### src/sgtr_pkg.sv
`default_nettype none
// ----------------------------------------------------------------------------
// Scaled glyph text renderer package
// Shared payload types, job type, register indexes and a helper function.
// ----------------------------------------------------------------------------
package sgtr_pkg;

    localparam int MAX_GLYPH_W = 8;
    localparam int ADDR_MAX_W  = 12;
    localparam int ROW_IDX_W   = 4;
    localparam int COL_IDX_W   = 3;
    localparam int CFG_IDX_W   = 3;
    localparam int CFG_DATA_W  = 16;

    localparam logic [CFG_IDX_W-1:0] CFG_DRAW_COLOR  = 3'd0;
    localparam logic [CFG_IDX_W-1:0] CFG_ORIGIN_X    = 3'd1;
    localparam logic [CFG_IDX_W-1:0] CFG_ORIGIN_Y    = 3'd2;
    localparam logic [CFG_IDX_W-1:0] CFG_SCALE       = 3'd3;
    localparam logic [CFG_IDX_W-1:0] CFG_WRAP_ENABLE = 3'd4;
    localparam logic [CFG_IDX_W-1:0] CFG_LINE_LIMIT  = 3'd5;

    localparam logic ACT_LOAD  = 1'b0;
    localparam logic ACT_PRINT = 1'b1;

    localparam logic [3:0]  SCALE_MIN  = 4'd1;
    localparam logic [3:0]  SCALE_MAX  = 4'd8;
    localparam logic [15:0] LIMIT_INIT = 16'd256;

    typedef struct packed {
        logic       action;
        logic       first_of_text;
        logic [7:0] char_code;
        logic [3:0] glyph_row;
        logic [4:0] row_bits;
    } t_in;

    typedef struct packed {
        logic [15:0] rect_x;
        logic [15:0] rect_y;
        logic [3:0]  side;
        logic [7:0]  color;
        logic        last;
    } t_out;

    typedef struct packed {
        logic                   is_print;
        logic                   ok;
        logic [ADDR_MAX_W-1:0]  addr;
        logic [MAX_GLYPH_W-1:0] bits;
        logic [15:0]            left;
        logic [15:0]            top;
        logic [3:0]             side;
        logic [7:0]             color;
    } t_job;

    function automatic logic [3:0] f_eff_scale(input logic [3:0] scale);
        logic [3:0] sc;
        if (scale == 4'd0) begin
            sc = SCALE_MIN;
        end else if (scale > SCALE_MAX) begin
            sc = SCALE_MAX;
        end else begin
            sc = scale;
        end
        return sc;
    endfunction

endpackage
`default_nettype wire

### src/sgtr_queue.sv
`default_nettype none
// ----------------------------------------------------------------------------
// Job queue
// Two-entry queue that decouples the front end from the back end.
// ----------------------------------------------------------------------------
module sgtr_queue import sgtr_pkg::*; (
    input  wire logic i_clk,
    input  wire logic i_rst_n,
    input  wire logic i_push_valid,
    output logic      o_push_ready,
    input  wire t_job i_push_job,
    output logic      o_pop_valid,
    input  wire logic i_pop_ready,
    output t_job      o_pop_job
);

    t_job       r_mem [2];
    logic       r_wp, r_rp;
    logic [1:0] r_cnt;
    logic       w_push, w_pop;

    assign o_push_ready = (r_cnt != 2'd2);
    assign o_pop_valid  = (r_cnt != 2'd0);
    assign o_pop_job    = r_mem[r_rp];
    assign w_push       = i_push_valid && o_push_ready;
    assign w_pop        = o_pop_valid && i_pop_ready;

    always_ff @(posedge i_clk) begin
        if (!i_rst_n) begin
            r_wp  <= 1'b0;
            r_rp  <= 1'b0;
            r_cnt <= 2'd0;
        end else begin
            if (w_push) begin
                r_wp <= ~r_wp;
            end
            if (w_pop) begin
                r_rp <= ~r_rp;
            end
            if (w_push && !w_pop) begin
                r_cnt <= r_cnt + 2'd1;
            end else if (w_pop && !w_push) begin
                r_cnt <= r_cnt - 2'd1;
            end
        end
    end

    always_ff @(posedge i_clk) begin
        if (w_push) begin
            r_mem[r_wp] <= i_push_job;
        end
    end

endmodule
`default_nettype wire

### config.mk
export PLATFORM = sky130hd
export DESIGN_NAME = sgtr_queue
export DESIGN_NICKNAME = d
export VERILOG_FILES = /design/src/sgtr_pkg.sv /design/src/sgtr_queue.sv
export SDC_FILE = /design/constraint.sdc
export NUM_CORES = 1
export LEC_CHECK = 0
export BUFFER_PORTS_ARGS = -buffer_cell sky130_fd_sc_hd__buf_2
export CAP_MARGIN = 15
export CORE_ASPECT_RATIO = 0.6
export CORE_MARGIN = 2
export CORE_UTILIZATION = 55
export CTS_BUF_LIST = sky130_fd_sc_hd__clkbuf_4
export DETAILED_ROUTE_END_ITERATION = 12
export PLACE_DENSITY = 0.83
export SLEW_MARGIN = 20
export SYNTH_ARGS = -nofsm -noshare
export SYNTH_HDL_FRONTEND = slang
export SYNTH_SLANG_ARGS = --single-unit
### constraint.sdc
create_clock -name i_clk -period 5.8 [get_ports i_clk]
set_input_delay 1.16 -clock i_clk [delete_from_list [all_inputs] [get_ports i_clk]]
set_output_delay 1.16 -clock i_clk [all_outputs]
set_load 0.03 [all_outputs]
# After elaboration in Yosys (flattened, before gate mapping)
# Memory sizes are Yosys's and may differ from the RTL's. A register that Yosys moved wholly into a read port is not among the register bits.
# Index checks and enable logic that the tools add are counted.
# word_totals
ff_bits	4
ram_bits	132
input_bits	70
wordCells	23
n_memories	1
# op_classes
addsub	2
n_eq_ne	1
mux	6
bitwise_logic	2
reduce_logical	8
# mem_list
name	words	width	rd	rd_clocked_by_memory_dff	write_ports	line_no	rtl
r_mem	2	66	1	1	1	sgtr_queue.sv:17	t_job r_mem [2];
# op_table
op	count
$logic_and 1x1->1	4
$mux 1	4
$mux 2	2
$reduce_bool 2->1	2
$add 2x1->2 const B	1
$logic_not 1->1	2
$ne 2x2->1 const B	1
$not 1->1	2
$sub 2x1->2 const B	1

# Logic depth before layout (Yosys ltp)
# Gate-level depths: netlist of the first run.
# logic_depth
word_depth	6
mapped_depth	6
ltp_nobuf	6

# Least setup slack after synthesis of the first run
# No wires, ideal clock.
# synth_path
kind	in2reg
start	input i_push_valid
end	memory r_mem[1][0] (netlist name), enable pin
setup_time_ps	431
arrival_ps	2760
t_required_ps	5369
setup_slack_ps	2609
path_stages	1
n_path_buf	0
cell_sequence	and3_1
# synth_via
elab_chain_cells	3
# synth_rtl
item	line_no	rtl
start, declared	sgtr_queue.sv:9	input wire logic i_push_valid,
$logic_and 1x1->1	sgtr_queue.sv:25	assign w_push = i_push_valid && o_push_ready;
$mux 1	sgtr_queue.sv:49	if (w_push) begin
$mux 1 (not written as such)	sgtr_queue.sv:50	r_mem[r_wp] <= i_push_job;
end, declared	sgtr_queue.sv:17	
# No other way between the ends.

==> results.json, run 1 <==
{
  "wl_met3_microns": 786,
  "vias_per_cell": 5.09,
  "crit_type": "register to output pin",
  "final_util_pct": 69.4,
  "relSlewSlack_pct": 45.8,
  "portBuffers": 137,
  "final_common_cell": "buf_2",
  "wl_met1_mm": 3.90,
  "crit_path_max_fanout": 34,
  "hold_class": "register to register",
  "hold_violations": 0,
  "fin_tns_setup_ps": 0,
  "powerDensity_mw_per_mm2": 443,
  "clockBufferDepth": 2,
  "hpwlAfterDp_mm": 5.77,
  "ys_types": 21,
  "ant_nets": 0,
  "synthesis.instances": 229,
  "layout_common_cells": "buf_2 (137), edfxtp_1 (132), mux2_2 (66)",
  "critPathCapture": "o_pop_job[56]",
  "nets": 452,
  "clkTransAtPathRegs_ps": 100,
  "yosysWarnings": 0,
  "setup-violations-final": 0,
  "overflow": 0,
  "dpl_cell_area_sq_mm": 0.00580,
  "worst_pin_slew_ps": 814,
  "grt_max_degree": 51,
  "dieHeight_microns": 77.9,
  "synthToLayoutAreaGrowth_pct": 20.3,
  "drt-pass1-iter-count": 4,
  "wl_met2_mm": 3.98,
  "finalMaxSlewViolations": 0,
  "top_layer": "met4",
  "dieArea_sq_mm": 0.00992,
  "cts_sinks": 137,
  "route.final.wire_length_mm": 8.82,
  "antenna_found_initial": 2,
  "num_rows": 26,
  "cts_resized": 0,
  "grt_pass1_vias": 2796,
  "min_period_ps": 3650,
  "fp.dieW_microns": 127,
  "ys_seq_area_share_pct": 81.1,
  "worstPathArrival_ps": 2490,
  "avgSynthCellArea_sq_um": 21.9,
  "design_area_sq_mm": 0.00603,
  "hold_buffers": 0,
  "final_layout_size_suffix_gt1_share_pct": 60.2,
  "drt_iter0_markers": 111,
  "tritoncts": "yes",
  "r2r-end": "r_mem[1][8]",
  "io_pins": 138,
  "start_util_pct": 57.7,
  "drv_cap": 0,
  "vias": 2581,
  "gp_congestion": 0.698,
  "cp.required_ps": 4640,
  "grt_usage_pct": 19.0,
  "clk-insertion-delay-late_ps": 520,
  "timing.rr.start": "r_cnt[0]",
  "clock.fmax_mhz": 274,
  "crit_path_start_kind": "register",
  "avgRoutedWirePerCell_microns": 17.4,
  "outcome": "complete, no violations",
  "synth_nets": 300,
  "post-cts-setup-buffers": 0,
  "reg2reg_depth": 3,
  "place_inst": 474,
  "worst_setup_path_end_kind": "output pin",
  "htreeDepth": 4,
  "fin_skew_ps": 10.6,
  "drc": 0,
  "cts_root_buf": "clkbuf_4",
  "grt_pass1_wl_mm": 13.7,
  "rsz0062_at_grt": "no",
  "layout.cells.non_filler": 507,
  "ff2ff_setup_slack_ps": 3650,
  "max-vdd-ir-drop_mv": 0.272,
  "syn_area_sq_mm": 0.00501,
  "power_leakage_nw": 2.25,
  "core_area_sq_mm": 0.00869,
  "fin_crit_sh_pct": 63.0,
  "ys_seq_elements": 137,
  "cts_buffers": 17
}
[worst min path at each step]
| stage | start | end | slack, ps | cells after the start |
|---|---|---|---|---|
| floorplan | r_cnt[1] | r_cnt[1] | 510 | 2 |
| global placement | r_cnt[1] | r_cnt[1] | 520 | 2 |
| detailed placement | r_cnt[1] | r_cnt[1] | 550 | 2 |
| CTS | r_cnt[1] | r_cnt[1] | 560 | 2 |
| global route | r_cnt[1] | r_cnt[1] | 610 | 2 |
| finish | r_cnt[1] | r_cnt[1] | 560 | 2 |
[final cells by class]
cell class	count	area, sq um
diodes	1	2.50
inverters	1	3.75
clock inverters	13	86.3
fillers	587	2650
flip-flops and latches	137	4070
multi-input cells	84	883
well taps	112	140
clock buffers	19	143
repair buffers	140	708
[cell usage after synthesis, drive strengths merged]
master  count  share of area, %
edfxtp    132                79
mux2       66                15
buf         7               1.2
dfxtp       5               2.0
and2        4              0.50
a21boi      2              0.30
o21ai       2              0.20
xnor2       2              0.35
a21bo       1              0.20
and3        1              0.12
ha          1              0.25
inv         1             0.075
nand2b      1              0.27
nand3b      1              0.15
or2         1              0.12
or3         1              0.12
xor2        1              0.17
[routing by layer]
| layer | vias up | track usage [%] |
|---|---|---|
| met2 | 104 | 28.8 |
| met5 | - | 0 |
| met4 | 0 | 8.90 |
| met3 | 16 | 8.83 |
| li1 | 1212 | - |
| met1 | 1249 | 23.6 |
[where the power goes]
part           switching (mW)  internal [mW]
Clock                   0.316          0.209
Combinational           0.538          0.304
Sequential             0.0674           1.24
[logic make-up after synthesis]
kind of cell / Yosys count / share of synthesized area (%)
xor gates and xnor gates: 3 / 0.524
and+or+nand+nor: 9 / 1.30
AOI/OAI and AO/OA: 5 / 0.699
muxes: 66 / 14.8
DFF: 137 / 81.1
buffers and inverters: 8 / 1.32
adders and majority gates: 1 / 0.250
[registers in the layout, summed over array words and instances (netlist names), named ones only]
register / flops
r_wp: 1
r_cnt: 2
r_mem: 132
r_rp: 1
[worst max-delay path: stages (launching register included)]
cell and delay (ps):
dfxtp_2 860, buf_4 520, mux2_2 400, buf_2 180
[per-stage QoR]
stage | hold WS (ps) | setup WS [ps] | total power [mW]
floorplan | 512 | 2610 | 1.96
global placement | 523 | 2630 | 2.16
detailed placement | 550 | 2650 | 2.17
CTS | 564 | 2050 | 2.70
global route | 610 | 1950 | 2.79
finish | 563 | 2150 | 2.67
Note: power is estimated with default switching activity, not from simulation.
==> run 2: changes to the inputs <==
Settings changed: CORE_UTILIZATION 55 to 54, PLACE_DENSITY 0.83 to 0.82.
Clock period 5.8 ns to 3.6 ns, I/O delays scaled along.
==> results.json, run 2 (synthesized netlist as in run 1, its figures left out) <==
{
  "grt_pass1_wl_mm": 12.6,
  "reg2reg_depth": 4,
  "reg.largest.list": "r_mem: 132 flops, r_cnt: 2 flops",
  "ff2ff_setup_slack_ps": 1680,
  "grtUsageMet1_pct": 21.8,
  "synthToLayoutAreaGrowth_pct": 20.9,
  "gp_congestion": 0.734,
  "holdPathEnd": "r_mem[0][22]",
  "hpwlAfterDp_mm": 5.55,
  "dieHeight_microns": 78.6,
  "drc": 0,
  "htreeDepth": 4,
  "final_common_cell": "buf_2",
  "multiInputGateArea_sq_um": 883,
  "max-vdd-ir-drop_mv": 0.431,
  "clockBufferDepth": 2,
  "worstPathArrival_ps": 1820,
  "finalMaxSlewViolations": 0,
  "hold_class": "input port to register",
  "post-cts-setup-buffers": 0,
  "crit_chain": "buf_4 > mux2_2 > buf_2",
  "slowest_stage": "mux2_2",
  "cts_sinks": 137,
  "ant_nets": 0,
  "vias_per_cell": 5.09,
  "crit_path_max_fanout": 33,
  "dieArea_sq_mm": 0.0101,
  "power_leakage_nw": 2.27,
  "crit_type": "register to output pin",
  "min_path_cells": 1,
  "drt-pass1-iter-count": 4,
  "avgRoutedWirePerCell_microns": 16.6,
  "met3_usage_pct": 5.79,
  "grt_usage_pct": 17.3,
  "grt_pass1_vias": 2591,
  "start_util_pct": 55.2,
  "tritoncts": "yes",
  "power_mw": 4.30,
  "worst_setup_path_end_kind": "output pin",
  "fin_tns_setup_ps": 0,
  "worst_pin_slew_ps": 715,
  "cpPeakStageDelay_ps": 410,
  "clkTransAtPathRegs_ps": 110,
  "relSlewSlack_pct": 52.2,
  "largest_register_ffs": 132,
  "rsz0062_at_grt": "no",
  "fp.dieW_microns": 128,
  "crit_path_start_kind": "register",
  "min_period_ps": 2540,
  "hold_buffers": 0,
  "setup-violations-final": 0,
  "layout_common_cells": "buf_2 (137), edfxtp_1 (132), mux2_2 (66)",
  "cts_resized": 0,
  "hold_violations": 0,
  "seqCellArea_sq_mm": 0.00407,
  "grt_use_met2_pct": 27.2,
  "timing.rr.start": "r_cnt[0]",
  "vias": 2603,
  "core_area_sq_mm": 0.00909,
  "worstHoldStart": "i_push_job[22]",
  "cp.required_ps": 2880,
  "final_layout_size_suffix_gt1_share_pct": 61.0,
  "powerDensity_mw_per_mm2": 709,
  "grt_max_degree": 37,
  "nets": 454,
  "cts_buffers": 17,
  "cts_root_buf": "clkbuf_4",
  "clock.fmax_mhz": 394,
  "antennaDiodeCount": 0,
  "drt_iter0_markers": 179,
  "io_pins": 138,
  "overflow": 0,
  "drv_cap": 0,
  "clk-insertion-delay-late_ps": 490,
  "fin_crit_sh_pct": 70.6,
  "route.final.wire_length_mm": 8.50,
  "portBuffers": 137,
  "nFillCells": 630,
  "top_register": "r_mem",
  "antenna_found_initial": 0,
  "r2r-end": "r_mem[0][18]",
  "fin_skew_ps": 13.8,
  "num_rows": 27,
  "busiest_layer": "met2",
  "outcome": "complete, no violations"
}
-- run 2: cell count changes in the layout (fill, tap and decap cells not counted), sizes merged --
cell and change:
buf +2, clkinv -1, diode -1
-- run 2: power breakdown --
part           switching [mW]  internal (mW)  total, mW
Combinational           0.917          0.504       1.42
Clock                   0.497          0.338      0.836
Sequential             0.0541           1.99       2.04
Total                    1.47           2.83       4.30
-- run 2: final cells by class --
| type | count | share of cell area (%) |
|---|---|---|
| clock buffers | 19 | 2.35 |
| clock inverters | 12 | 1.40 |
| inverters | 1 | 0.0619 |
| multi-input cells | 84 | 14.6 |
| flip-flops and latches | 137 | 67.1 |
| well taps | 116 | 2.39 |
| repair buffers | 142 | 12.1 |
-- run 2: layer usage --
| layer | wire [microns] | share of wire [%] |
|---|---|---|
| met5 | 0 | 0 |
| met4 | 121 | 1.4 |
| met3 | 659 | 7.8 |
| met2 | 3960 | 47 |
| met1 | 3760 | 44 |
-- run 2: metrics by stage --
step | std cells | hold WS, ps | setup WS, ps | utilization (%) | area (sq um)
floorplan | 229 | 512 | 849 | - | 5010
global placement | 480 | 528 | 1480 | 64.2 | 5830
detailed placement | 480 | 552 | 1430 | 64.2 | 5830
CTS | 511 | 356 | 995 | 66.7 | 6060
global route | 511 | 352 | 937 | 66.7 | 6060
finish | 511 | 408 | 1060 | 66.7 | 6060
-- run 2: worst max-delay path by stage --
| stage | from | end | slack, ps | cells after the start |
|---|---|---|---|---|
| CTS | register | o_pop_job[20] | 990 | 3 |
| floorplan | i_push_valid | r_mem[1][0] | 850 | 1 |
| global placement | i_push_valid | r_mem[0][10] | 1480 | 4 |
| global route | register | o_pop_job[39] | 940 | 3 |
| finish | register | o_pop_job[24] | 1060 | 3 |
| detailed placement | i_push_valid | r_mem[0][56] | 1430 | 4 |
-- run 2: critical path: cells and delay by family, from the launching register on --
kind	cells	cell delay, ps
flip-flops	1	340
multiplexers	1	410
buffers and inverters	2	560
