--- src/sgtr_pkg.sv ---
`default_nettype none
// ----------------------------------------------------------------------------
// Scaled glyph text renderer package
// Shared payload types, job type, register indexes and a helper function.
// ----------------------------------------------------------------------------
package sgtr_pkg;

    localparam int MAX_GLYPH_W = 8;
    localparam int ADDR_MAX_W  = 12;
    localparam int ROW_IDX_W   = 4;
    localparam int COL_IDX_W   = 3;
    localparam int CFG_IDX_W   = 3;
    localparam int CFG_DATA_W  = 16;

    localparam logic [CFG_IDX_W-1:0] CFG_DRAW_COLOR  = 3'd0;
    localparam logic [CFG_IDX_W-1:0] CFG_ORIGIN_X    = 3'd1;
    localparam logic [CFG_IDX_W-1:0] CFG_ORIGIN_Y    = 3'd2;
    localparam logic [CFG_IDX_W-1:0] CFG_SCALE       = 3'd3;
    localparam logic [CFG_IDX_W-1:0] CFG_WRAP_ENABLE = 3'd4;
    localparam logic [CFG_IDX_W-1:0] CFG_LINE_LIMIT  = 3'd5;

    localparam logic ACT_LOAD  = 1'b0;
    localparam logic ACT_PRINT = 1'b1;

    localparam logic [3:0]  SCALE_MIN  = 4'd1;
    localparam logic [3:0]  SCALE_MAX  = 4'd8;
    localparam logic [15:0] LIMIT_INIT = 16'd256;

    typedef struct packed {
        logic       action;
        logic       first_of_text;
        logic [7:0] char_code;
        logic [3:0] glyph_row;
        logic [4:0] row_bits;
    } t_in;

    typedef struct packed {
        logic [15:0] rect_x;
        logic [15:0] rect_y;
        logic [3:0]  side;
        logic [7:0]  color;
        logic        last;
    } t_out;

    typedef struct packed {
        logic                   is_print;
        logic                   ok;
        logic [ADDR_MAX_W-1:0]  addr;
        logic [MAX_GLYPH_W-1:0] bits;
        logic [15:0]            left;
        logic [15:0]            top;
        logic [3:0]             side;
        logic [7:0]             color;
    } t_job;

    function automatic logic [3:0] f_eff_scale(input logic [3:0] scale);
        logic [3:0] sc;
        if (scale == 4'd0) begin
            sc = SCALE_MIN;
        end else if (scale > SCALE_MAX) begin
            sc = SCALE_MAX;
        end else begin
            sc = scale;
        end
        return sc;
    endfunction

endpackage
`default_nettype wire

--- src/sgtr_front.sv ---
`default_nettype none
// ----------------------------------------------------------------------------
// Renderer front end
// Holds the configuration and the text cursor, and turns each item into a job.
// ----------------------------------------------------------------------------
module sgtr_front import sgtr_pkg::*; #(
    parameter int CHAR_COUNT   = 256,
    parameter int GLYPH_HEIGHT = 12,
    parameter int GLYPH_WIDTH  = 5,
    parameter int SCREEN_WIDTH = 256
) (
    input  wire logic                  i_clk,
    input  wire logic                  i_rst_n,
    input  wire logic                  i_in_valid,
    output logic                       o_in_ready,
    input  wire t_in                   i_in_data,
    input  wire logic                  i_cfg_valid,
    output logic                       o_cfg_ready,
    input  wire logic [CFG_IDX_W-1:0]  i_cfg_index,
    input  wire logic [CFG_DATA_W-1:0] i_cfg_data,
    output logic                       o_job_valid,
    input  wire logic                  i_job_ready,
    output t_job                       o_job
);

    localparam logic [1:0] F_IDLE = 2'd0;
    localparam logic [1:0] F_WRAP = 2'd1;
    localparam logic [1:0] F_MUL  = 2'd2;
    localparam logic [1:0] F_PUSH = 2'd3;

    logic [1:0]  r_state, n_state;
    t_in         r_item;
    logic [15:0] r_char_index, n_char_index;
    logic [15:0] r_line_length, n_line_length;
    logic [15:0] r_line_top, n_line_top;
    logic [15:0] r_prod;

    logic [7:0]  r_draw_color;
    logic [7:0]  r_origin_x;
    logic [7:0]  r_origin_y;
    logic [3:0]  r_scale;
    logic        r_wrap_enable;
    logic [15:0] r_line_limit;

    logic [3:0]  w_sc;
    logic [6:0]  w_step;
    logic [16:0] w_end;
    logic        w_wrap;
    logic        w_print;
    logic        w_code_ok;
    logic        w_row_ok;
    logic        w_accept;

    assign w_sc     = f_eff_scale(r_scale);
    assign w_step   = 7'((GLYPH_WIDTH + 1) * int'(w_sc));
    assign w_end    = {1'b0, r_line_length} + 17'(w_step);
    assign w_wrap   = r_wrap_enable &&
                      ((w_end > {1'b0, r_line_limit}) || (w_end > 17'(SCREEN_WIDTH)));
    assign w_print  = (r_item.action == ACT_PRINT);
    assign w_code_ok = ({1'b0, r_item.char_code} < 9'(CHAR_COUNT));
    assign w_row_ok  = ({1'b0, r_item.glyph_row} < 5'(GLYPH_HEIGHT));

    assign o_in_ready  = (r_state == F_IDLE);
    assign o_cfg_ready = 1'b1;
    assign w_accept    = i_in_valid && o_in_ready;
    assign o_job_valid = (r_state == F_PUSH);

    always_comb begin
        o_job.is_print = w_print;
        o_job.ok       = w_print ? w_code_ok : (w_code_ok && w_row_ok);
        o_job.addr     = ADDR_MAX_W'(int'(r_item.char_code) * GLYPH_HEIGHT +
                                     (w_print ? 0 : int'(r_item.glyph_row)));
        o_job.bits     = MAX_GLYPH_W'(r_item.row_bits);
        o_job.left     = {8'd0, r_origin_x} + r_prod;
        o_job.top      = r_line_top;
        o_job.side     = w_sc;
        o_job.color    = r_draw_color;
    end

    always_comb begin
        n_state       = r_state;
        n_char_index  = r_char_index;
        n_line_length = r_line_length;
        n_line_top    = r_line_top;
        case (r_state)
            F_IDLE: begin
                if (w_accept) begin
                    if (i_in_data.action == ACT_PRINT) begin
                        n_state = F_WRAP;
                        if (i_in_data.first_of_text) begin
                            n_char_index  = 16'd0;
                            n_line_length = {8'd0, r_origin_x};
                            n_line_top    = {8'd0, r_origin_y};
                        end
                    end else begin
                        n_state = F_PUSH;
                    end
                end
            end
            F_WRAP: begin
                n_state = F_MUL;
                if (w_wrap) begin
                    n_line_top    = r_line_top + 16'(GLYPH_HEIGHT * int'(w_sc));
                    n_char_index  = 16'd0;
                    n_line_length = {8'd0, r_origin_x};
                end
            end
            F_MUL: begin
                n_state = F_PUSH;
            end
            F_PUSH: begin
                if (i_job_ready) begin
                    n_state = F_IDLE;
                    if (w_print) begin
                        n_char_index  = r_char_index + 16'd1;
                        n_line_length = r_line_length + 16'(w_step);
                    end
                end
            end
            default: begin
                n_state = F_IDLE;
            end
        endcase
    end

    always_ff @(posedge i_clk) begin
        if (!i_rst_n) begin
            r_state       <= F_IDLE;
            r_char_index  <= 16'd0;
            r_line_length <= 16'd0;
            r_line_top    <= 16'd0;
        end else begin
            r_state       <= n_state;
            r_char_index  <= n_char_index;
            r_line_length <= n_line_length;
            r_line_top    <= n_line_top;
        end
    end

    always_ff @(posedge i_clk) begin
        if (w_accept) begin
            r_item <= i_in_data;
        end
        if (r_state == F_MUL) begin
            r_prod <= 16'(r_char_index * 16'(w_step));
        end
    end

    always_ff @(posedge i_clk) begin
        if (!i_rst_n) begin
            r_draw_color  <= 8'd0;
            r_origin_x    <= 8'd0;
            r_origin_y    <= 8'd0;
            r_scale       <= SCALE_MIN;
            r_wrap_enable <= 1'b0;
            r_line_limit  <= LIMIT_INIT;
        end else if (i_cfg_valid && o_cfg_ready) begin
            case (i_cfg_index)
                CFG_DRAW_COLOR:  r_draw_color  <= i_cfg_data[7:0];
                CFG_ORIGIN_X:    r_origin_x    <= i_cfg_data[7:0];
                CFG_ORIGIN_Y:    r_origin_y    <= i_cfg_data[7:0];
                CFG_SCALE:       r_scale       <= i_cfg_data[3:0];
                CFG_WRAP_ENABLE: r_wrap_enable <= i_cfg_data[0];
                CFG_LINE_LIMIT:  r_line_limit  <= i_cfg_data[15:0];
                default: begin
                end
            endcase
        end
    end

endmodule
`default_nettype wire

--- config.mk ---
export PLATFORM = sky130hd
export DESIGN_NAME = sgtr_front
export DESIGN_NICKNAME = d
export VERILOG_FILES = /design/src/sgtr_pkg.sv /design/src/sgtr_front.sv
export SDC_FILE = /design/constraint.sdc
export NUM_CORES = 1
export LEC_CHECK = 0
export ABC_CLOCK_PERIOD_IN_PS = 10100
export BUFFER_PORTS_ARGS = -buffer_cell sky130_fd_sc_hd__buf_2
export CAP_MARGIN = 20
export CORE_MARGIN = 10
export CORE_UTILIZATION = 55
export DETAILED_ROUTE_END_ITERATION = 10
export PLACE_DENSITY = 0.85
export SYNTH_ARGS = -nofsm -noshare
export SYNTH_HDL_FRONTEND = slang
export SYNTH_SLANG_ARGS = --single-unit
export TNS_END_PERCENT = 10
--- constraint.sdc ---
create_clock -name i_clk -period 10.1 [get_ports i_clk]
set_input_delay 1.01 -clock i_clk [delete_from_list [all_inputs] [get_ports i_clk]]
set_output_delay 1.01 -clock i_clk [all_outputs]
set_load 0.02 [all_outputs]
; ---- After elaboration in Yosys (flattened, before gate mapping)
; Cells that the tools add are included.
[totals]
reg_bits = 128
input_bits = 43
[op_classes]
n_addsub = 6
multipliers = 4
magnitude_cmp = 4
eq_ne = 14
mux = 27
n_reduce_logical = 17
[ops]
columns = op, count
row1 = $mux 16, 16
row2 = $pmux 16 s3, 2
row3 = $pmux 16 s2, 1
row4 = $add 16x7->17, 1
row5 = $gt 17x16->1, 1
row6 = $gt 17x9->1 const B, 1
row7 = $add 16x1->16 const B, 1
row8 = $add 16x7->16, 1
row9 = $add 16x8->16, 1
row10 = $add 8x16->16, 1
row11 = $mul 16x6->15, 1
row12 = $reduce_and 2->1, 7
row13 = $add 12x4->12, 1
row14 = $mul 2x4->6 const A, 2
row15 = $mux 4, 3
row16 = $mul 8x2->10 const B, 1
row17 = $ne 2x1->1 const B, 5
row18 = $pmux 2 s4, 1
row19 = $reduce_and 7->1, 1
row20 = $eq 3x2->1 const B, 2
row21 = $eq 3x3->1 const B, 2
row22 = $mux 2, 3
row23 = $reduce_and 5->1, 1
row24 = $eq 2x2->1 const B, 2
row25 = 13 further kinds, 14

; ---- Longest topological paths before layout
; Gate-level depths: netlist of run 1.
[logic_depth]
depth_word = 10
mapped_depth = 26

; ---- Worst setup path before layout of run 1
; OpenSTA, ideal clock, no wires.
[synth_timing]
path_type = register to register
start = register r_scale[1]
end = register r_line_length[2]
setup_time_ns = 0.072
arrival_ns = 5.780
t_required_ns = 10.028
slack_ns = 4.248
stages_incl_launch_ff = 25
path_cell_list = dfxtp_1 nor2_1 nor2_1 nor2_1 clkbuf_1 ha_1 inv_1 fa_1 clkinv_1 ha_1 a211oi_1 o21ai_0 nand3_1 nor2_1 xor2_1 ha_1 nand4_1 nor4_1 a211o_1 o21a_1 clkbuf_1 o21ai_2 a221oi_2 buf_4 mux2i_1
[synth_rtl]
columns = element, line
row1 = "start, declared", sgtr_front.sv:41  ; logic [3:0] r_scale;
row2 = "start signal, assigned", sgtr_front.sv:162  ; CFG_SCALE: r_scale <= i_cfg_data[3:0];
row3 = "end signal, assigned", sgtr_front.sv:135  ; r_line_length <= n_line_length;
row4 = "end, declared", sgtr_front.sv:34  ; logic [15:0] r_line_length, n_line_length;

; ---- Final worst setup path of run 1
[layout_timing]
start = register r_scale[3]
end = register r_line_length[7]
[layout_between]
elab_chain_len = 10
[layout_lines]
columns = element, line
row1 = $gt 4x4->1, sgtr_pkg.sv:60  ; end else if (scale > SCALE_MAX) begin
row2 = $mux 4, sgtr_pkg.sv:60
row3 = $mux 4 (*), sgtr_pkg.sv:58  ; if (scale == 4'd0) begin
row4 = $mul 2x4->6 (*), sgtr_front.sv:55  ; assign w_step = 7'((GLYPH_WIDTH + 1) * int'(w_sc));
row5 = $add 16x7->17, sgtr_front.sv:56  ; assign w_end = {1'b0, r_line_length} + 17'(w_step);
row6 = $gt 17x16->1 or $gt 17x9->1 (tied branches), sgtr_front.sv:58  ; ((w_end > {1'b0, r_line_limit}) || (w_end > 17'(SCREEN_WIDTH)));
row7 = $logic_or 1x1->1, sgtr_front.sv:58
row8 = $logic_and 1x1->1, sgtr_front.sv:57  ; assign w_wrap = r_wrap_enable &&
row9 = $ne 2x2->1 (no line), -
row10 = $reduce_and 7->1 (no line), -
; Mark *: on every way between the ends. The rest lies on a longest branch, timed or not. The select of a mux whose other input is x is not followed.
; A chain may end at the register's enable or synchronous reset.

==> run metrics, run 1 <==
Static Leak=4.59 nW; vias in the first global route=8425; Setup crit end=r_line_length[7]; clock buffer depth=2; Die Y-Extent=154 um; Setup Buffers After CTS=0; FF+latch count, synth=127; CORE AREA=17400 um2; max-cap viol count=0; GRT Overall Usage=20.9%; die footprint=23600 um2; hold path start=r_draw_color[1]; RePlAce Congestion=0.925; # hold bufs at CTS=0; Chip Width=154 um; Reg2Reg Launch Point=r_scale[3]; Syn Inst Count=1137; Max VDD drop=0.161 mV; CP startpoint kind=flip-flop; DR pass1 iterations=6; setup slack, reg-to-reg=3.13 ns; clock sinks=127; Int Pwr=0.00118 W; Post-DP HPWL=18800 um; status=complete, no violations; Area contributors post-synth=dfxtp_1 (19%), edfxtp_1 (10%), fa_1 (9.6%), ha_1 (8.5%), nand2_1 (8.1%); CTS tree=built; CTS root buf=clkbuf_16; Clock Power Share=31.4%; Slew @ Worst Pin=1.14 ns; CP Max Fanout=12; endpoint class of the critical path=flip-flop; grt total ovfl=0; pin count of the biggest net entering global routing=75; final setup fails=0; Switching Share=39.0%; cell taking the most area after synthesis=dfxtp_1; reg-to-reg critical path endpoint=r_line_length[7]; Sequential Power Share=31.9%; drt drc=0; Final #Nets=1362; Starting DRT DRC Count=775; async set-reset flop share out of synthesis=0%; Critical Path Source=r_scale[3]; Arr. time, crit path=7.33 ns; share of layout cells above drive strength 1=14.0%; # diodes=0; Resize count post-CTS=0; Psw=0.000757 W; final hold violation count=0; CTS Buf Count=17; final setup margin=3.13 ns; reg2reg path depth=20; critical path class=flip-flop to flip-flop; DP Worst Slack=3.09 ns; Post-Syn Area=9810 um2; final cycle utilization of the critical path=69.0%; Yosys top cell area share=19.2%; area grow syn2layout=11.7%; WL/cell=17.4 um; logic gate share of total power=36.8%; routed vias=8602; H-tree levels=4; post-synthesis sequential area ratio=29.3%; top-count cell post-synth=nand2_1; initial antenna violation count=0; CP Data Required Time=10.46 ns; Synth cell types=79; fill count=1467; area of the multi-input gates=6260 um2; Worst slew margin=23.8%; register area=2870 um2; Setup Skew=0.0127 ns; Total Wirelength=25100 um; wire length of the first global-routing pass=41400 um; RSZ-0062 raised after global routing=no; Slew Limit Fails=0; DR vias/cell=5.96; Sum Neg Setup Slack=0 ns; Final min period=6.97 ns; IO Port Bufs=107; IO Pins=112; commonest cells in the netlist=nand2_1 (211), dfxtp_1 (94), inv_1 (91); worst min path class=flip-flop to flip-flop; pwr/cell area=177 nW/um2; warnings from Yosys=0; Std-Cell Rows=48; initial core utilization=56.3%; achievable frequency=0.143 GHz; Post-synth EDFFs=33; later-pin clock latency in the skew report=0.43 ns; Clock transition at path regs=0.06 ns; commonest register cell after synthesis=dfxtp_1; Mean Syn Cell Area=8.63 um2; DRT antenna net count=0
[power by group through the flow]
| stage | combinational (W) | clock (W) | sequential, W |
|---|---|---|---|
| after global placement | 0.000685 | 0 | 0.000627 |
| after global routing | 0.000782 | 0.000635 | 0.000624 |
| after CTS | 0.000709 | 0.000617 | 0.000618 |
| after detailed placement | 0.000704 | 0 | 0.000628 |
| final | 0.000713 | 0.000609 | 0.000618 |
| after floorplan | 0.000534 | 0 | 0.000625 |
[registers in the layout (all words and copies together), names as in the netlist]
register,count
r_origin_y,8
r_draw_color,8
r_char_index,15
r_origin_x,8
r_wrap_enable,1
o_job,5
r_line_limit,16
r_scale,4
r_line_length,16
r_state,2
r_item,12
r_prod,15
r_line_top,16
w_print,1
[logic make-up after synthesis]
kind of cell               count (synthesis)  synth area share, %
muxes                                     23                 2.40
xor gates and xnor gates                  58                 5.18
DFF                                      127                 29.3
and+or+nand+nor                          393                 18.4
buffers and inverters                    162                 6.95
AOI/OAI and AO/OA                        258                 19.5
other                                      2               0.0766
adders and majority gates                114                 18.1
[worst min path at each step]
stage	endpoint	slack, ns	cells past startpoint
floorplan	r_origin_y[2]	0.44	2
global placement	r_draw_color[4]	0.44	2
detailed placement	r_draw_color[1]	0.44	2
CTS	r_draw_color[1]	0.45	2
global route	r_line_top[1]	0.47	2
finish	r_draw_color[1]	0.45	2
[layer usage]
metal	GRT usage, %	share of wire [%]	wire [um]	up-vias
met3	4.32	7.2	1800	69
met1	26.1	43	10700	4059
met4	9.00	3.2	814	0
met2	34.3	47	11700	357
li1	-	-	-	4117
met5	0	0	0	-
[layout make-up]
type | count | share of cell area (%)
clock buffer | 18 | 4.01
clock inverter | 14 | 1.31
inverter | 92 | 3.15
multi-input combinational | 850 | 57.1
sequential | 127 | 26.2
tap | 225 | 2.57
timing repair buffer | 117 | 5.61
[through the flow]
stage / utilization (%) / total power, W / hold slack [ns] / area, um2 / instances
floorplan: - / 0.00116 / 0.436 / 9810 / 1139
global placement: 59.5 / 0.00131 / 0.438 / 10400 / 1409
detailed placement: 59.5 / 0.00133 / 0.443 / 10400 / 1409
CTS: 62.8 / 0.00194 / 0.452 / 10900 / 1441
global route: 62.9 / 0.00204 / 0.475 / 11000 / 1443
finish: 62.9 / 0.00194 / 0.451 / 11000 / 1443
[worst max-delay path, stage by stage (launching register included)]
cell and delay, ns:
dfxtp_1 0.38, nand2b_1 0.22, inv_1 0.12, ha_1 0.18, inv_1 0.06, fa_1 0.60, clkinv_1 0.36, ha_1 0.46
a211oi_1 0.68, o21ai_0 0.35, nand3_1 0.37, nor2_1 0.11, xor2_1 0.16, ha_1 0.32, nand4_1 0.12, nor3b_1 0.07
a211o_1 0.32, a31oi_2 0.38, o21ai_2 0.30, a221oi_2 1.01, o221a_2 0.33
[cell usage in the layout, fill, tap and decap left out, types with 9 or more instances in the layout]
cell and count:
a21boi_0 13, buf_2 107, nand2_1 211, nand3_1 18
a21o_1 12, a211oi_1 9, nand2b_1 10, o2111ai_1 22
edfxtp_1 33, o21ai_0 29, and2_1 24, mux2i_1 19
xnor2_1 40, a21oi_1 55, nor3_1 10, fa_1 47
and3_1 9, nor2_1 48, nand4_1 14, dfxtp_1 94
ha_1 67, nor2b_1 22, clkbuf_16 17, a221oi_1 16
xor2_1 18, o211ai_1 13, inv_1 91, buf_4 9
Power figures use the tool's default switching activity.
==> run 2: changes to the inputs <==
- ABC_CLOCK_PERIOD_IN_PS: 10100 -> 5600
- CORE_UTILIZATION: 55 -> 54
- PLACE_DENSITY: 0.85 -> 0.87
- clock period: 10.1 -> 5.6 ns (I/O delays scaled with it)
==> run 2 against run 1 <==
  * Die area up 1.6%
  * Worst setup slack worse by 2.9 ns
  * First-iteration DRC count down 8.6%
  * Clock power up 81%
  * Sequential power up 83%
  * Clock-buffer cell count unchanged
  * Critical path depth unchanged
  * Register-to-register slack worse by 2.9 ns
  * Fmax up 29%
  * Largest cell class unchanged
  * Routed wire length up 6.0%
  * Non-clock buffer count up 12
  * Cell count up 0.97%
==> run metrics, run 2 (synthesis results as in run 1) <==
status=complete, no violations (unchanged); Clock Power Share=31.2% (was 31.4%); DP Worst Slack=0.0828 ns (was 3.09 ns); clock buffer depth=2 (unchanged); largest registers=r_line_length (16), r_line_limit (16), r_line_top (16) (unchanged); initial antenna violation count=0 (unchanged); endpoint class of the critical path=flip-flop (unchanged); initial core utilization=54.8% (was 56.3%); DRT antenna net count=0 (unchanged); Setup Skew=0.0113 ns (was 0.0127 ns); final hold violation count=0 (unchanged); Total Wirelength=26600 um (was 25100 um); clock sinks=127 (unchanged); CORE AREA=17900 um2 (was 17400 um2); Std-Cell Rows=49 (was 48); commonest non-fill, non-tap cells in the layout=nand2_1 (211), buf_2 (107), dfxtp_1 (94) (unchanged); CP startpoint kind=flip-flop (unchanged); vias in the first global route=8754 (was 8425); H-tree levels=4 (unchanged); routed vias=8817 (was 8602); Max VDD drop=0.264 mV (was 0.161 mV); Setup Buffers After CTS=0 (unchanged); CTS Buf Count=17 (unchanged); CP Data Required Time=5.75 ns (was 10.46 ns); fill count=1452 (was 1467); RSZ-0062 raised after global routing=yes (was no); DR vias/cell=6.05 (was 5.96); Slew Limit Fails=0 (unchanged); final cycle utilization of the critical path=96.8% (was 69.0%); IO Port Bufs=107 (unchanged); logic gate share of total power=37.0% (was 36.8%); Clock transition at path regs=0.06 ns (about the same); pin count of the biggest net entering global routing=75 (unchanged); Arr. time, crit path=5.57 ns (was 7.33 ns); final setup fails=0 (unchanged); pwr/cell area=319 nW/um2 (was 177 nW/um2); share of layout cells above drive strength 1=15.4% (was 14.0%); CP Max Fanout=10 (was 12); Sequential Power Share=31.9% (about the same); GRT Overall Usage=21.8% (was 20.9%); wire length of the first global-routing pass=43200 um (was 41400 um); drt drc=0 (unchanged); IO Pins=112 (unchanged); critical path class=flip-flop to flip-flop (unchanged); # diodes=0 (unchanged); Placed Cells=1427 (was 1409); Int Pwr=0.00215 W (was 0.00118 W); most common cell after layout, fill and taps aside=nand2_1 (unchanged); CTS tree=built (unchanged); CTS root buf=clkbuf_16 (unchanged); Psw=0.00138 W (was 0.000757 W); area grow syn2layout=12.9% (was 11.7%); Chip Width=155 um (was 154 um); later-pin clock latency in the skew report=0.43 ns (about the same); die footprint=24000 um2 (was 23600 um2); Static Leak=4.65 nW (was 4.59 nW); max-cap viol count=0 (unchanged); Die Y-Extent=155 um (was 154 um); non-filler cells, final=1457 (was 1443); final setup margin=0.181 ns (was 3.13 ns); WL/cell=18.3 um (was 17.4 um); Starting DRT DRC Count=708 (was 775); grt total ovfl=0 (unchanged); DR pass1 iterations=5 (was 6); Switching Share=39.0% (about the same); Final #Nets=1374 (was 1362); # hold bufs at CTS=0 (unchanged); achievable frequency=0.185 GHz (was 0.143 GHz); RePlAce Congestion=0.950 (was 0.925); worst min path class=primary input to flip-flop (was flip-flop to flip-flop); Slew @ Worst Pin=1.08 ns (was 1.14 ns); Final min period=5.42 ns (was 6.97 ns); Worst slew margin=28.3% (was 23.8%); Post-DP HPWL=19900 um (was 18800 um)
-- run 2: power by group through the flow --
stage          logic, W  clock network, W  registers [W]
6_report        0.00131           0.00110        0.00113
3_5_place_dp    0.00129                 0        0.00114
5_1_grt         0.00142           0.00115        0.00113
3_3_place_gp    0.00125                 0        0.00114
4_1_cts         0.00129           0.00110        0.00112
2_1_floorplan  0.000964                 0        0.00113
-- run 2: area by class of cell --
type | count | area, um2 | area share (%)
Inverter | 92 | 345 | 3.12
Sequential cell | 127 | 2870 | 25.9
Timing Repair Buffer | 129 | 701 | 6.33
Clock buffer | 18 | 450 | 4.07
Clock inverter | 12 | 124 | 1.12
Tap cell | 229 | 287 | 2.59
Multi-Input combinational cell | 850 | 6300 | 56.8
-- run 2: path summary, 6_finish.rpt --
check | startpoint | end | slack, ns | depth (start not counted)
min reg2reg | r_draw_color[0] | r_draw_color[0] | 0.45 | 2
max reg2reg | r_scale[3] | r_prod[14] | 0.18 | 20
min | i_in_data[1] | o_job[45] | 0.31 | 1
max | r_scale[3] | r_prod[14] | 0.18 | 20
-- run 2: repair_timing --
item	4_1_cts	5_1_grt
setup endpoints to repair	0	50
resized for setup	0	13
hold endpoints to repair	0	0
-- run 2: through the flow --
step	cell area [um2]	setup TNS, ns	utilization, %	power (W)	hold slack (ns)
3_5_place_dp	10500	0	58.5	0.00243	0.444
4_1_cts	11000	0	61.7	0.00352	0.303
3_3_place_gp	10500	0	58.5	0.00238	0.439
6_report	11100	0	61.9	0.00353	0.313
5_1_grt	11100	-0.440	61.9	0.00370	0.303
2_1_floorplan	9820	-0.000966	-	0.00209	0.436
-- run 2: per-layer routing --
| layer | share of wire [%] | vias up | track usage, % |
|---|---|---|---|
| li1 | - | 4133 | - |
| met1 | 40 | 4194 | 26.4 |
| met2 | 47 | 409 | 35.6 |
| met3 | 9.1 | 81 | 5.71 |
| met4 | 3.3 | 0 | 9.99 |
| met5 | 0 | - | 0 |
-- run 2: worst max-delay path, stage by stage (launching register included) --
cell and delay (ns):
dfxtp_1 0.36, nand2b_1 0.21, inv_1 0.13, ha_1 0.19, inv_1 0.06, fa_1 0.43, xor2_2 0.25, buf_4 0.25
nand2_1 0.09, fa_1 0.50, inv_1 0.06, fa_1 0.52, fa_1 0.52, ha_1 0.36, a21oi_2 0.19, o21bai_1 0.10
a21oi_1 0.25, o21bai_1 0.13, a21oi_2 0.21, mux2i_1 0.20, o2111ai_1 0.14
==> run 3: changes to the inputs <==
--- a/config.mk
+++ b/config.mk
@@ -6,5 +6,4 @@
 export NUM_CORES = 1
 export LEC_CHECK = 0
-export ABC_CLOCK_PERIOD_IN_PS = 5600
 export BUFFER_PORTS_ARGS = -buffer_cell sky130_fd_sc_hd__buf_2
 export CAP_MARGIN = 20
==> constraint.sdc (replaced) <==
create_clock -name i_clk -period 4.48 [get_ports i_clk]
set_input_delay 0.448 -clock i_clk [delete_from_list [all_inputs] [get_ports i_clk]]
set_output_delay 0.448 -clock i_clk [all_outputs]
set_load 0.1 [all_outputs]
==> run 3 against run 2 <==
  * The run now ends with negative setup slack left
  * Combinational power grew 110%
  * Die area is the same
  * Highest routed layer unchanged
  * Critical endpoint unchanged
  * Worst setup slack lost 0.70 ns
  * Largest power group unchanged
  * Clock power grew 23%
  * Sequential cell count is the same
  * Cell count grew 6.7%
  * Power grew 56%
==> run metrics, run 3 (synthesis results as in run 1) <==
WL/cell=19.4 um (was 18.3 um); Post-DP HPWL=21200 um (was 19900 um); CTS Buf Count=17 (unchanged); final setup fails=54 (was 0); CP Data Required Time=4.65 ns (was 5.75 ns); Arr. time, crit path=5.17 ns (was 5.57 ns); Total Wirelength=30100 um (was 26600 um); status=complete, but fails checks (was complete, no violations); final setup margin=-0.524 ns (was 0.181 ns); clock buffer depth=2 (unchanged); Setup Skew=0.0121 ns (was 0.0113 ns); CP startpoint kind=flip-flop (unchanged); Static Leak=5.25 nW (was 4.65 nW); Fin Hold WS=0.192 ns (was 0.313 ns); Critical Path, Cell by Cell=nand2b_4 > clkinvlp_4 > ha_4 > inv_2 > fa_2 > xor2_2 > buf_6 > nand2_4 > fa_1 > fa_1 > fa_1 > inv_2 > ha_4 > a21o_1 > a21oi_2 > o21bai_1 > a21oi_2 > o21bai_1 > a21oi_2 > mux2i_1 > o2111ai_1 (was nand2b_1 > inv_1 > ha_1 > inv_1 > fa_1 > xor2_2 > buf_4 > nand2_1 > fa_1 > inv_1 > fa_1 > fa_1 > ha_1 > a21oi_2 > o21bai_1 > a21oi_1 > o21bai_1 > a21oi_2 > mux2i_1 > o2111ai_1); IO Pins=112 (unchanged); area post-placement=11300 um2 (was 10500 um2); largest registers=r_line_length (16), r_line_limit (16), r_line_top (16) (unchanged); CTS root buf=clkbuf_16 (unchanged); initial core utilization=54.8% (unchanged); share of layout cells above drive strength 1=26.5% (was 15.4%); violated checks=negative setup slack; Starting DRT DRC Count=775 (was 708); later-pin clock latency in the skew report=0.43 ns (about the same); CTS tree=built (unchanged); max-cap viol count=0 (unchanged); Critical-path top delay cell=fa_1 (unchanged); grt total ovfl=0 (unchanged); most common cell after layout, fill and taps aside=nand2_1 (unchanged); CP top delay family=adder cells (unchanged); pwr/cell area=448 nW/um2 (was 319 nW/um2); Final min period=5.00 ns (was 5.42 ns); Slew Limit Fails=0 (unchanged); Worst slew margin=41.7% (was 28.3%); clock sinks=127 (unchanged); Worst path max stage delay=0.55 ns (was 0.52 ns); GRT Overall Usage=24.3% (was 21.8%); Std-Cell Rows=49 (unchanged); initial antenna violation count=0 (unchanged); Chip Width=155 um (unchanged); RSZ-0062 raised after global routing=yes (unchanged); vias in the first global route=9624 (was 8754); Final #Nets=1470 (was 1374); Finished Cell Area=12300 um2 (was 11100 um2); # diodes=0 (unchanged); wire length of the first global-routing pass=47800 um (was 43200 um); Max VDD drop=0.959 mV (was 0.264 mV); CORE AREA=17900 um2 (unchanged); routed vias=9568 (was 8817); worst min path class=primary input to flip-flop (unchanged); Power, Total=0.00550 W (was 0.00353 W); Die Y-Extent=155 um (unchanged); Slew @ Worst Pin=0.875 ns (was 1.08 ns); final hold violation count=0 (unchanged); final cycle utilization of the critical path=112% (was 96.8%); Bufs and invs on worst path=4 (unchanged); # hold bufs at CTS=0 (unchanged); critical path class=flip-flop to flip-flop (unchanged); RePlAce Congestion=0.985 (was 0.950); DR vias/cell=6.15 (was 6.05); DRT antenna net count=0 (unchanged); pin count of the biggest net entering global routing=74 (was 75); drt drc=0 (unchanged); endpoint class of the critical path=flip-flop (unchanged); commonest non-fill, non-tap cells in the layout=nand2_1 (208), buf_2 (107), buf_4 (105) (was nand2_1 (211), buf_2 (107), dfxtp_1 (94)); DP Worst Slack=-0.631 ns (was 0.0828 ns); achievable frequency=0.200 GHz (was 0.185 GHz); IO Port Bufs=107 (unchanged); area grow syn2layout=25.4% (was 12.9%); CP Max Fanout=4 (was 10); die footprint=24000 um2 (unchanged); DR pass1 iterations=8 (was 5); Clock transition at path regs=0.06 ns (about the same); H-tree levels=4 (unchanged)
-- run 3: power breakdown --
| part | internal (W) | leakage [nW] | switching, W |
|---|---|---|---|
| clock network | 0.000745 | 0.280 | 0.000605 |
| logic | 0.000715 | 3.89 | 0.00203 |
| registers | 0.00131 | 1.07 | 0.0000991 |
| total | 0.00277 | 5.25 | 0.00273 |
-- run 3: metal layers --
layer / track usage, % / vias to the layer above / share of wire, %
met2: 40.1 / 592 / 47
met3: 6.96 / 143 / 10
li1: - / 4329 / -
met4: 12.3 / 0 / 4.7
met1: 28.0 / 4504 / 38
met5: 0 / - / 0
-- run 3: cell type report --
class | instances | area (um2)
multi-input cells | 850 | 6710
clock buffers | 19 | 443
inverters | 92 | 354
fillers | 1253 | 5600
well taps | 229 | 287
flip-flops and latches | 127 | 2880
repair buffers | 225 | 1510
clock inverters | 13 | 115
-- run 3: per-stage QoR --
stage / setup TNS [ns] / instances / utilization, %
4_1_cts: -13.99 / 1548 / 67.7
5_1_grt: -26.37 / 1555 / 68.7
3_3_place_gp: -19.93 / 1507 / 63.3
3_5_place_dp: -25.46 / 1507 / 63.3
6_report: -19.66 / 1555 / 68.7
2_1_floorplan: -27.82 / 1139 / -
-- run 3: repair_timing --
item | in CTS | in global routing
gates resized for setup | 36 | 25
setup buffers | 9 | 7
endpoints found under the setup margin | 54 | 55
pin swaps | 24 | 24
-- run 3: path summary, 6_finish.rpt --
path         depth (start not counted)         endpoint  slack [ns]            start
min                                  1        o_job[48]        0.19     i_in_data[4]
max reg2reg                         21       r_prod[14]       -0.52       r_scale[3]
min reg2reg                          2  r_draw_color[3]        0.45  r_draw_color[3]
max                                 21       r_prod[14]       -0.52       r_scale[3]
